**config.mk**
```make
export PLATFORM = sky130hd
export DESIGN_NAME = websocket_frame_decoder
export DESIGN_NICKNAME = d
export VERILOG_FILES = /design/src/rtl/wsfd_pkg.sv /design/src/rtl/wsfd_parser.sv /design/src/rtl/wsfd_out_queue.sv /design/src/rtl/websocket_frame_decoder.sv
export SDC_FILE = /design/constraint.sdc
export NUM_CORES = 1
export LEC_CHECK = 0
export BUFFER_PORTS_ARGS = -buffer_cell sky130_fd_sc_hd__buf_4
export CAP_MARGIN = 20
export CORE_MARGIN = 2
export CORE_UTILIZATION = 38
export DETAILED_ROUTE_END_ITERATION = 8
export PLACE_DENSITY = 0.56
export SYNTH_ARGS = -nofsm -noshare
export SYNTH_HDL_FRONTEND = slang
export SYNTH_SLANG_ARGS = --single-unit
export TNS_END_PERCENT = 50
```
**constraint.sdc**
```tcl
create_clock -name i_clk -period 11.3 [get_ports i_clk]
set_clock_uncertainty 0.05 [all_clocks]
set_input_delay 1.13 -clock i_clk [delete_from_list [all_inputs] [get_ports i_clk]]
set_output_delay 1.13 -clock i_clk [all_outputs]
set_load 0.05 [all_outputs]
```
**src/rtl/wsfd_pkg.sv**
```systemverilog
// shared types and codes for the websocket frame decoder
`default_nettype none

package wsfd_pkg;

    // result kinds
    localparam logic [1:0] KIND_HDR = 2'd0;
    localparam logic [1:0] KIND_PAY = 2'd1;
    localparam logic [1:0] KIND_ERR = 2'd2;

    // error codes, named after the stage that was cut short
    localparam logic [2:0] ERR_NONE    = 3'd0;
    localparam logic [2:0] ERR_HDR     = 3'd1;
    localparam logic [2:0] ERR_EXT     = 3'd2;
    localparam logic [2:0] ERR_KEY     = 3'd3;
    localparam logic [2:0] ERR_PAYLOAD = 3'd4;

    // 7-bit length codes that announce an extended length
    localparam logic [6:0] LEN_EXT16 = 7'd126;
    localparam logic [6:0] LEN_EXT64 = 7'd127;

    localparam int unsigned QDEPTH   = 4;
    localparam int unsigned QAW      = 2;
    localparam int unsigned QCW      = 3;

    typedef struct packed {
        logic [1:0]  kind;
        logic        fin_flag;
        logic [3:0]  op_code;
        logic        mask_flag;
        logic [63:0] payload_length;
        logic [7:0]  data_out;
        logic        last_of_frame;
        logic [2:0]  error_code;
    } t_result;

endpackage

`default_nettype wire

```
**src/rtl/wsfd_parser.sv**
```systemverilog
// header parser and payload unmasker, one byte per accepted transaction
`default_nettype none

module wsfd_parser
    import wsfd_pkg::*;
(
    input  wire logic       i_clk,
    input  wire logic       i_rst_n,
    input  wire logic       i_valid,
    input  wire logic [7:0] i_byte,
    input  wire logic       i_end,
    output t_result         o_res0,
    output t_result         o_res1,
    output logic [1:0]      o_cnt
);

    typedef enum logic [2:0] {
        ST_IDLE = 3'd0,
        ST_LEN  = 3'd1,
        ST_EXT  = 3'd2,
        ST_KEY  = 3'd3,
        ST_PAY  = 3'd4
    } t_stage;

    t_stage      r_stage, n_stage;
    logic        r_fin, n_fin;
    logic [3:0]  r_op, n_op;
    logic        r_mask, n_mask;
    logic [63:0] r_len, n_len;
    logic [3:0]  r_hbc, n_hbc;
    logic [31:0] r_key, n_key;
    logic [63:0] r_rem, n_rem;
    logic [1:0]  r_kp, n_kp;

    logic [1:0]  n_cnt;
    logic [1:0]  k0;
    logic [7:0]  d0;
    logic        l0;
    logic [2:0]  e0;
    logic [7:0]  kb;
    logic        after_len;
    logic        hdr_done;

    always_comb begin
        n_stage   = r_stage;
        n_fin     = r_fin;
        n_op      = r_op;
        n_mask    = r_mask;
        n_len     = r_len;
        n_hbc     = r_hbc;
        n_key     = r_key;
        n_rem     = r_rem;
        n_kp      = r_kp;
        n_cnt     = 2'd0;
        k0        = KIND_HDR;
        d0        = 8'd0;
        l0        = 1'b0;
        e0        = ERR_NONE;
        kb        = 8'd0;
        after_len = 1'b0;
        hdr_done  = 1'b0;

        case (r_stage)
            ST_LEN: begin
                n_mask = i_byte[7];
                if (i_byte[6:0] == LEN_EXT16 || i_byte[6:0] == LEN_EXT64) begin
                    n_len   = 64'd0;
                    n_hbc   = (i_byte[6:0] == LEN_EXT16) ? 4'd2 : 4'd8;
                    n_stage = ST_EXT;
                    if (i_end) begin
                        n_stage = ST_IDLE;
                        n_cnt   = 2'd1;
                        k0      = KIND_ERR;
                        e0      = ERR_EXT;
                    end
                end else begin
                    n_len     = 64'(i_byte[6:0]);
                    after_len = 1'b1;
                end
            end
            ST_EXT: begin
                n_len = {r_len[55:0], i_byte};
                n_hbc = r_hbc - 4'd1;
                if (n_hbc == 4'd0) begin
                    after_len = 1'b1;
                end else if (i_end) begin
                    n_stage = ST_IDLE;
                    n_cnt   = 2'd1;
                    k0      = KIND_ERR;
                    e0      = ERR_EXT;
                end
            end
            ST_KEY: begin
                n_key = {r_key[23:0], i_byte};
                n_hbc = r_hbc - 4'd1;
                if (n_hbc == 4'd0) begin
                    hdr_done = 1'b1;
                end else if (i_end) begin
                    n_stage = ST_IDLE;
                    n_cnt   = 2'd1;
                    k0      = KIND_ERR;
                    e0      = ERR_KEY;
                end
            end
            ST_PAY: begin
                // first key byte sits in the top bits
                kb    = r_mask ? r_key[{~r_kp, 3'b000} +: 8] : 8'd0;
                d0    = i_byte ^ kb;
                n_kp  = r_kp + 2'd1;
                n_rem = r_rem - 64'd1;
                k0    = KIND_PAY;
                n_cnt = 2'd1;
                if (n_rem == 64'd0) begin
                    n_stage = ST_IDLE;
                    l0      = 1'b1;
                end else if (i_end) begin
                    n_stage = ST_IDLE;
                    n_cnt   = 2'd2;
                end
            end
            default: begin
                n_fin   = i_byte[7];
                n_op    = i_byte[3:0];
                n_mask  = 1'b0;
                n_len   = 64'd0;
                n_key   = 32'd0;
                n_hbc   = 4'd0;
                n_rem   = 64'd0;
                n_kp    = 2'd0;
                n_stage = ST_LEN;
                if (i_end) begin
                    n_stage = ST_IDLE;
                    n_cnt   = 2'd1;
                    k0      = KIND_ERR;
                    e0      = ERR_HDR;
                end
            end
        endcase

        if (after_len) begin
            if (n_mask) begin
                n_stage = ST_KEY;
                n_hbc   = 4'd4;
                if (i_end) begin
                    n_stage = ST_IDLE;
                    n_cnt   = 2'd1;
                    k0      = KIND_ERR;
                    e0      = ERR_KEY;
                end
            end else begin
                hdr_done = 1'b1;
            end
        end

        if (hdr_done) begin
            n_rem = n_len;
            n_kp  = 2'd0;
            n_cnt = 2'd1;
            k0    = KIND_HDR;
            if (n_len == 64'd0) begin
                n_stage = ST_IDLE;
                l0      = 1'b1;
            end else begin
                n_stage = ST_PAY;
                if (i_end) begin
                    n_stage = ST_IDLE;
                    n_cnt   = 2'd2;
                end
            end
        end
    end

    always_comb begin
        o_cnt                 = i_valid ? n_cnt : 2'd0;
        o_res0.kind           = k0;
        o_res0.fin_flag       = n_fin;
        o_res0.op_code        = n_op;
        o_res0.mask_flag      = n_mask;
        o_res0.payload_length = n_len;
        o_res0.data_out       = d0;
        o_res0.last_of_frame  = l0;
        o_res0.error_code     = e0;
        // a second result is only ever the payload-incomplete error
        o_res1                = o_res0;
        o_res1.kind           = KIND_ERR;
        o_res1.data_out       = 8'd0;
        o_res1.last_of_frame  = 1'b0;
        o_res1.error_code     = ERR_PAYLOAD;
    end

    always_ff @(posedge i_clk) begin
        if (!i_rst_n) begin
            r_stage <= ST_IDLE;
            r_fin   <= 1'b0;
            r_op    <= 4'd0;
            r_mask  <= 1'b0;
            r_len   <= 64'd0;
            r_hbc   <= 4'd0;
            r_key   <= 32'd0;
            r_rem   <= 64'd0;
            r_kp    <= 2'd0;
        end else if (i_valid) begin
            r_stage <= n_stage;
            r_fin   <= n_fin;
            r_op    <= n_op;
            r_mask  <= n_mask;
            r_len   <= n_len;
            r_hbc   <= n_hbc;
            r_key   <= n_key;
            r_rem   <= n_rem;
            r_kp    <= n_kp;
        end
    end

    a_pay_nonzero: assert property (@(posedge i_clk) disable iff (!i_rst_n)
        r_stage == ST_PAY |-> r_rem != 64'd0)
        else $error("payload stage with nothing left to receive");

    a_err_not_last: assert property (@(posedge i_clk) disable iff (!i_rst_n)
        (o_cnt != 2'd0 && o_res0.kind == KIND_ERR) |-> !o_res0.last_of_frame)
        else $error("error result marked as end of frame");

    a_two_ends_idle: assert property (@(posedge i_clk) disable iff (!i_rst_n)
        o_cnt == 2'd2 |=> r_stage == ST_IDLE)
        else $error("parser not idle after an incomplete-payload error");

endmodule

`default_nettype wire

```
**src/rtl/wsfd_out_queue.sv**
```systemverilog
// small result queue: takes up to two results per cycle, hands out one
`default_nettype none

module wsfd_out_queue
    import wsfd_pkg::*;
(
    input  wire logic       i_clk,
    input  wire logic       i_rst_n,
    input  wire logic [1:0] i_push_n,
    input  wire t_result    i_d0,
    input  wire t_result    i_d1,
    output logic            o_space,
    output logic            o_valid,
    input  wire logic       i_ready,
    output t_result         o_data
);

    t_result          r_mem [QDEPTH];
    logic [QAW-1:0]   r_wp;
    logic [QAW-1:0]   r_rp;
    logic [QCW-1:0]   r_count;
    logic             pop;

    assign o_valid = (r_count != '0);
    assign o_data  = r_mem[r_rp];
    assign pop     = o_valid & i_ready;
    // room for the worst case of two results from the next byte
    assign o_space = (r_count <= QCW'(QDEPTH - 2));

    always_ff @(posedge i_clk) begin
        if (i_push_n != 2'd0) begin
            r_mem[r_wp] <= i_d0;
        end
        if (i_push_n == 2'd2) begin
            r_mem[r_wp + QAW'(1)] <= i_d1;
        end
    end

    always_ff @(posedge i_clk) begin
        if (!i_rst_n) begin
            r_wp    <= '0;
            r_rp    <= '0;
            r_count <= '0;
        end else begin
            r_wp    <= r_wp + QAW'(i_push_n);
            r_rp    <= r_rp + QAW'(pop);
            r_count <= r_count + QCW'(i_push_n) - QCW'(pop);
        end
    end

    a_no_overflow: assert property (@(posedge i_clk) disable iff (!i_rst_n)
        r_count <= QCW'(QDEPTH))
        else $error("result queue overflow");

    a_push_has_room: assert property (@(posedge i_clk) disable iff (!i_rst_n)
        i_push_n != 2'd0 |-> r_count <= QCW'(QDEPTH - 2))
        else $error("push into a queue without room");

    a_count_tracks: assert property (@(posedge i_clk) disable iff (!i_rst_n)
        (i_push_n == 2'd0 && !pop) |=> $stable(r_count))
        else $error("queue count moved with no push or pop");

endmodule

`default_nettype wire

```
**src/rtl/websocket_frame_decoder.sv**
```systemverilog
// websocket frame decoder top level: byte stream in, header/payload/error results out
// each result is written into a four-entry output queue as its byte is accepted
// throughput: one byte per cycle while s_axis_tready is high; a byte can yield two
// results (the second being the payload-incomplete error), which drain one per cycle
// while m_axis_tready is high; s_axis_tready drops while the queue holds over two
// reset: synchronous active-low i_rst_n returns the parser to idle and empties the queue
`default_nettype none

module websocket_frame_decoder
    import wsfd_pkg::*;
(
    input  wire logic        i_clk,
    input  wire logic        i_rst_n,
    input  wire logic        s_axis_tvalid,
    output logic             s_axis_tready,
    input  wire logic [7:0]  s_axis_tdata,   // [7:0] in_byte
    input  wire logic        s_axis_tlast,   // buffer_end
    output logic             m_axis_tvalid,
    input  wire logic        m_axis_tready,
    // [0] fin_flag, [4:1] op_code, [5] mask_flag, [69:6] payload_length,
    // [77:70] data_out, [80:78] error_code, [87:81] zero
    output logic [87:0]      m_axis_tdata,
    output logic [1:0]       m_axis_tuser,   // [1:0] kind
    output logic             m_axis_tlast    // last_of_frame
);

    logic       accept;
    logic       space;
    logic [1:0] res_cnt;
    t_result    res0;
    t_result    res1;
    t_result    head;

    assign accept        = s_axis_tvalid & s_axis_tready;
    assign s_axis_tready = space;

    wsfd_parser u_parser (
        .i_clk   (i_clk),
        .i_rst_n (i_rst_n),
        .i_valid (accept),
        .i_byte  (s_axis_tdata),
        .i_end   (s_axis_tlast),
        .o_res0  (res0),
        .o_res1  (res1),
        .o_cnt   (res_cnt)
    );

    wsfd_out_queue u_queue (
        .i_clk    (i_clk),
        .i_rst_n  (i_rst_n),
        .i_push_n (res_cnt),
        .i_d0     (res0),
        .i_d1     (res1),
        .o_space  (space),
        .o_valid  (m_axis_tvalid),
        .i_ready  (m_axis_tready),
        .o_data   (head)
    );

    assign m_axis_tdata = {7'd0, head.error_code, head.data_out, head.payload_length,
                           head.mask_flag, head.op_code, head.fin_flag};
    assign m_axis_tuser = head.kind;
    assign m_axis_tlast = head.last_of_frame;

endmodule

`default_nettype wire
```
# Yosys cells after proc, flatten, opt, wreduce, memory -nomap -nowiden
# Memory sizes are Yosys's and may differ from the RTL's. A register that Yosys moved wholly into a read port is not among the register bits.
# Index checks and enable logic that the tools add are counted.
[word_totals]
reg_bits = 182
ram_bits = 336
inputBits = 13
word_cells = 125
n_memories = 1
[classes]
n_addsub = 8
n_lt_le_gt_ge = 1
n_eq_ne = 8
shift = 1
mux = 75
n_bitwise = 5
n_reduce_logical = 14
[memory_table]
columns = ["name", "words", "width", "rd", "rd_clocked_by_memory_dff", "write_ports", "line_no", "source"]
rows = [
  ["u_queue.r_mem", 4, 84, 1, 1, 2, "wsfd_out_queue.sv:18", "t_result r_mem [QDEPTH];"],
]
[op_table]
columns = ["operator", "n"]
rows = [
  ["64-bit one-hot mux with 3 select lines", 1],
  ["64-bit logical NOT", 2],
  ["64-bit one-hot mux with 2 select lines", 1],
  ["64-bit 2-to-1 mux", 1],
  ["32-bit one-hot mux with 2 select lines", 1],
  ["64-bit by 1-bit subtractor with 64-bit output (second input constant)", 1],
  ["2-bit 2-to-1 mux", 23],
  ["3-bit 2-to-1 mux", 15],
  ["32-bit by 6-bit variable part select with 8-bit output", 1],
  ["4-bit 2-to-1 mux", 5],
  ["1-bit 2-to-1 mux", 17],
  ["8-bit 2-to-1 mux", 2],
  ["7-bit == test (second input constant)", 2],
  ["2-bit one-hot mux with 3 select lines", 2],
  ["3-bit one-hot mux with 4 select lines", 1],
  ["4-bit one-hot mux with 3 select lines", 1],
  ["3-bit one-hot mux with 3 select lines", 1],
  ["3-bit OR reduction", 3],
  ["8-bit bitwise XOR", 1],
  ["7-bit 2-to-1 mux", 1],
  ["3-bit by 2-bit == test with 1-bit output (second input constant)", 2],
  ["2-bit by 1-bit adder with 2-bit output (second input constant)", 2],
  ["4-bit logical NOT", 1],
  ["1-bit one-hot mux with 2 select lines", 2],
  ["other kinds (20)", 23],
]

# Logic depth before layout (Yosys ltp)
# Gate-level depths: netlist of the first run.
[logic_depth]
word_depth = 12
depth_mapped = 20

# Hierarchy
# Synthesis of the first run repeated with hierarchy kept, for this count alone.
[unflattened]
cells_unflattened = 2302
hier_area_um2 = 28194.5
[modules_own_cells]
columns = ["module", "instances", "cells_per_inst", "area_per_inst_um2", "seq_area_each_um2"]
rows = [
  ["wsfd_out_queue", 1, 857, 16592.2, 10229.8],
  ["wsfd_parser", 1, 1436, 11539.8, 3503.4],
  ["websocket_frame_decoder", 1, 9, 62.6, 0.0],
]

# Worst setup path before layout of the first run
# Ideal clock, no wire load.
[synth_path]
path_kind = "flip-flop to flip-flop"
from = "register u_parser.r_rem[0]"
to = "memory u_queue.r_mem[2][12] (netlist name) (enable)"
t_arrival_ns = 4.922
t_required_ns = 10.826
path_slack_ns = 5.904
stages_incl_launch_ff = 15
n_path_buf = 2
period_less_slack_ns = 5.396
cell_sequence = "dfxtp_1 -> inv_1 -> ha_1 -> nor4b_2 -> nand4_1 -> clkbuf_1 -> nor4_1 -> nand2_1 -> a22oi_1 -> or4_1 -> a31oi_1 -> a221oi_1 -> a21oi_2 -> clkbuf_1 -> inv_1"
[synth_lines]
columns = ["item", "line_no", "source"]
rows = [
  ["from (decl)", "wsfd_parser.sv:32", "logic [63:0] r_rem, n_rem;"],
  ["from (signal assigned)", "wsfd_parser.sv:210", "r_rem <= n_rem;"],
  ["to (decl)", "wsfd_out_queue.sv:18", ""],
]

==> results of run 1 <==
==> worst paths after layout <==
kind / cells past startpoint / end / slack, ns
max reg2reg: 13 / u_queue.r_mem[3][37] / 4.55
min: 2 / u_queue.r_mem[2][2] / 0.40
min reg2reg: 2 / u_queue.r_mem[2][2] / 0.40
max: 13 / u_queue.r_mem[3][37] / 4.55
==> power breakdown <==
group | leakage [nW] | internal (mW) | switching (mW)
Combinational | 4.00 | 0.628 | 1.24
Clock | 0.926 | 1.12 | 0.778
Sequential | 4.61 | 2.13 | 0.131
==> flip-flops by register name (all words and copies together) (netlist names) <==
register          flops
u_queue.r_mem       336
u_parser.r_len       64
u_parser.r_rem       64
u_parser.r_key       32
u_parser.r_hbc        4
u_parser.r_op         4
u_parser.r_stage      3
u_queue.r_count       3
u_parser.r_kp         2
u_queue.r_rp          2
u_queue.r_wp          2
u_parser.r_fin        1
u_parser.r_mask       1
==> kinds of logic after synthesis <==
family                     after synthesis  synth area share (%)
and+or+nand+nor                        996                  18.9
DFF                                    518                  52.5
AOI/OAI and AO/OA                      488                  13.4
buffers and inverters                  243                  4.13
muxes                                  100                  8.58
xor gates and xnor gates                53                  1.85
adders and majority gates               10                 0.529
other                                    1                0.0150
==> final cells by class <==
cell class                      count  area, µm²  area share, %
Timing Repair Buffer              185       1440           5.02
Clock buffer                       72       1530           5.34
Clock inverter                     31        363           1.26
Sequential cell                   518      13200           45.9
Multi-Input combinational cell   1654      11000           38.3
Inverter                           26        100          0.349
Tap cell                          864       1080           3.77
==> cells in the mapped netlist, types with 21 or more instances <==
cell type | instances | area [µm²]
a21oi_1 | 86 | 430
nand4_1 | 34 | 213
and3_1 | 29 | 181
o22ai_1 | 36 | 225
mux4_2 | 92 | 2070
o21ai_0 | 77 | 385
dfxtp_1 | 238 | 4760
nor2_1 | 478 | 1790
clkbuf_1 | 161 | 604
o2bb2ai_1 | 21 | 184
buf_1 | 25 | 93.8
nor4bb_1 | 41 | 410
a22oi_1 | 40 | 300
a211oi_1 | 112 | 841
inv_1 | 21 | 78.8
nor4_1 | 32 | 200
xnor2_1 | 34 | 298
and2_1 | 26 | 163
edfxtp_1 | 280 | 8410
nor3_1 | 43 | 215
nand3_1 | 55 | 275
nor2b_1 | 28 | 175
nand2_1 | 172 | 646
==> layer usage <==
layer,GRT usage [%],wire length [µm],vias to the layer above
met1,32.4,34600,9920
met3,3.13,4850,87
met2,34.8,35800,684
met4,5.16,1400,0
li1,-,-,9047
met5,0,0,-
==> tightest hold or removal path: cells and delay by family, from the launching register on <==
| family | cells | cell delay (ns) |
|---|---|---|
| and+or+nand+nor | 2 | 0.10 |
| DFF | 1 | 0.31 |
==> impl_metrics.json, run 1 <==
{
  "status": "finished clean",
  "rsz0062_at_grt": "no",
  "dp.cells": 3241,
  "async_reset_ff_share_pct": 0,
  "die_h_um": 261,
  "p_total_mw": 6.02,
  "syn_inst": 2409,
  "setup_viol": 0,
  "initial_utilization_pct": 38.3,
  "postCtsResizedCells": 0,
  "hold_viol_final": 0,
  "io_pins": 106,
  "end_kind": "flop",
  "cts_post_setup_buffers_inserted": 0,
  "h-tree-depth": 2,
  "overflow": 0,
  "slowest_delay_ns": 0.90,
  "yosysSeqAreaShare_pct": 52.5,
  "antenna_cells": 0,
  "worstSetupPathType": "flop to flop",
  "antenna_found_initial": 0,
  "fillers": 6133,
  "p_leak_nw": 9.53,
  "clk_pin_slew_worst_paths_ns": 0.06,
  "clk-insertion-delay-late_ns": 0.62,
  "cts_tree": "built",
  "hpwl_um": 49000,
  "cp.required_ns": 11.57,
  "min_path_type": "flop to flop",
  "portBuffers": 98,
  "cts_sinks": 518,
  "worstSetupStartpoint": "u_parser.r_rem[0]",
  "worst-path-max-fanout": 68,
  "startpoint_type": "flop",
  "holdWs_ns": 0.396,
  "layout.nets": 2464,
  "final_cells": 3350,
  "dieArea_mm2": 0.0681,
  "r2r-start": "u_parser.r_rem[0]",
  "drive_gt1_share_pct": 16.7,
  "utilization_pct": 43.8,
  "powerDensity_mw_per_mm2": 210,
  "place_ws_ns": 4.61,
  "routed_wl_um": 76600,
  "grt_max_degree": 115,
  "vias": 19700,
  "design_area_mm2": 0.0287,
  "layout_setup_ws_ns": 4.55,
  "placed_cell_area_mm2": 0.0267,
  "cp_top_family": "simple AND/OR/NAND/NOR gates",
  "fp-row-count": 94,
  "syn_area_mm2": 0.0251,
  "tns_ns": 0,
  "layout_commonest_cell": "nor2_1",
  "area_growth_pct": 14.5,
  "coreArea_mm2": 0.0655,
  "arrival_ns": 7.02,
  "vdd.ir_drop.worst_v": 0.000116,
  "final_cell_mix": "nor2_1, edfxtp_1, dfxtp_1, buf_4, nand2_1",
  "critical_path.slowest_cell": "nor4_1",
  "drt_iter0_drc": 2094,
  "firstDrtPassIters": 6,
  "ctsHoldBuffers": 0,
  "worstPathCellList": "inv_1 > ha_1 > nor4b_2 > nand4_1 > nor4_1 > xnor2_1 > nand4_1 > or4_1 > nor4_1 > a22oi_1 > o21ai_4 > buf_4 > nor2_1",
  "drv_cap": 0,
  "syn_avg_cell_area_um2": 10.4,
  "ys_ff_latch": 518,
  "finalMaxSlewViolations": 0,
  "grt_pass1_wl_um": 117000,
  "via_per_inst": 5.89,
  "cts-root-buf": "clkbuf_16",
  "drc_errors": 0,
  "min_from": "u_queue.r_mem[2][2]",
  "max_freq_ghz": 0.148,
  "synth_edf_count": 280,
  "min_period_ns": 6.75,
  "path_buf_inv": 2,
  "worst_pin_slew_ns": 1.36,
  "wl_per_cell_um": 22.9,
  "grt_pass1_vias": 18600,
  "drtAntennaViolNets": 0,
  "relSlewSlack_pct": 9.01,
  "grt_use_total_pct": 22.2,
  "yosys_warnings": 0,
  "cts_buffers": 56,
  "clockBufferDepth": 3,
  "dieWidth_um": 261,
  "fin_crit_sh_pct": 59.8,
  "synth_top_flop_cell": "edfxtp_1",
  "gp_congestion": 0.899,
  "ys_types": 76
}
Note: power is estimated with default switching activity, not from simulation.
==> run 2: changes to the inputs <==
- clock period: 11.3 -> 6.8 ns (I/O delays scaled with it)
==> impl_metrics.json, run 2 (synthesis gave the netlist of run 1 again) <==
{
  "status": "finished clean",
  "via_per_inst": 5.89,
  "gp_congestion": 0.937,
  "critical_path.slowest_cell": "or3_1",
  "min_path_type": "primary input to flop",
  "layout.nets": 2482,
  "rsz0062_at_grt": "no",
  "antenna_found_initial": 3,
  "fp-row-count": 94,
  "coreArea_mm2": 0.0655,
  "p_leak_nw": 9.65,
  "largest_register_ffs": 336,
  "io_pins": 106,
  "grt_pass1_wl_um": 120000,
  "setup_viol": 0,
  "h-tree-depth": 2,
  "powerDensity_mw_per_mm2": 346,
  "end_kind": "flop",
  "path_buf_inv": 2,
  "tns_ns": 0,
  "drv_cap": 0,
  "finalMaxSlewViolations": 0,
  "hold_viol_final": 0,
  "portBuffers": 98,
  "drt_iter0_drc": 2047,
  "clk_pin_slew_worst_paths_ns": 0.06,
  "worstPathCellList": "nor4_2 > nand3_1 > or3_1 > nor4_1 > xor2_1 > or4_1 > or4_4 > o31ai_4 > o21ai_4 > inv_2 > buf_12",
  "initial_utilization_pct": 38.3,
  "largest_register": "u_queue.r_mem",
  "drtAntennaViolNets": 0,
  "dieArea_mm2": 0.0681,
  "ctsHoldBuffers": 0,
  "final_cell_mix": "nor2_1, edfxtp_1, dfxtp_1, buf_4, nand2_1",
  "cts_buffers": 57,
  "worstSetupPathType": "flop to flop",
  "drc_errors": 0,
  "drive_gt1_share_pct": 17.0,
  "cts-root-buf": "clkbuf_16",
  "clk-insertion-delay-late_ns": 0.62,
  "clockBufferDepth": 3,
  "grt_use_total_pct": 23.0,
  "startpoint_type": "flop",
  "hpwl_um": 50900,
  "utilization_pct": 44.2,
  "min_period_ns": 5.77,
  "area_growth_pct": 15.4,
  "layout_commonest_cell": "nor2_1",
  "grt_max_degree": 99,
  "cp_top_family": "simple AND/OR/NAND/NOR gates",
  "routed_wl_um": 79100,
  "worst-path-max-fanout": 46,
  "firstDrtPassIters": 6,
  "arrival_ns": 6.00,
  "postCtsResizedCells": 0,
  "fin_crit_sh_pct": 84.9,
  "slowest_delay_ns": 0.65,
  "cts_tree": "built",
  "cts_sinks": 518,
  "overflow": 0,
  "worst_pin_slew_ns": 1.20,
  "cp.required_ns": 7.03,
  "vias": 19900,
  "dieWidth_um": 261,
  "die_h_um": 261,
  "reg.largest.list": "u_queue.r_mem (336), u_parser.r_len (64), u_parser.r_rem (64)",
  "relSlewSlack_pct": 20.1,
  "vdd.ir_drop.worst_v": 0.000239,
  "max_freq_ghz": 0.173,
  "wl_per_cell_um": 23.5,
  "cts_post_setup_buffers_inserted": 0,
  "grt_pass1_vias": 19000
}
## run 2: final timing paths
kind,start,endpoint,slack [ns],cells past startpoint
min reg2reg,u_queue.r_mem[2][2],u_queue.r_mem[2][2],0.40,2
max reg2reg,u_parser.r_rem[0],u_queue.r_mem[1][53],1.03,11
min,s_axis_tdata[4],u_parser.r_key[4],0.35,3
max,u_parser.r_rem[0],u_queue.r_mem[1][53],1.03,11
## run 2: tightest hold or removal path, stage by stage
cell	delay, ns
buf_4	0.16
nand3_1	0.07
a21oi_1	0.06
## run 2: area by class of cell
cell class	count	area [µm²]
diodes	1	2.50
clock buffers	83	1630
clock inverters	24	270
fillers	6121	36600
inverters	26	100
multi-input cells	1654	11000
flip-flops and latches	518	13200
well taps	864	1080
repair buffers	202	1690
## run 2: routing by layer
layer | track usage [%] | part of all wire (%) | wire length (µm)
met1 | 32.0 | 43 | 34100
met2 | 37.3 | 48 | 37600
met3 | 2.86 | 6.4 | 5060
met4 | 7.32 | 3.0 | 2340
met5 | 0 | 0.016 | 13
## run 2: where the power goes
part           total, mW  switching, mW  internal (mW)
combinational       3.13           2.07           1.06
sequential          3.75          0.214           3.53
clock               3.13           1.28           1.85
total               10.0           3.56           6.45
## run 2: through the flow
stage | area [µm²] | instances | total power [mW] | setup WS (ns) | hold WS, ns
2_1_floorplan | 25100 | 2415 | 6.02 | 1.40 | 0.368
3_3_place_gp | 27000 | 3263 | 6.94 | 0.594 | 0.382
3_5_place_dp | 27000 | 3264 | 6.96 | 1.11 | 0.391
6_report | 28900 | 3372 | 10.0 | 1.03 | 0.354
4_1_cts | 28900 | 3371 | 10.1 | 1.07 | 0.319
5_1_grt | 28900 | 3371 | 10.4 | 0.719 | 0.361
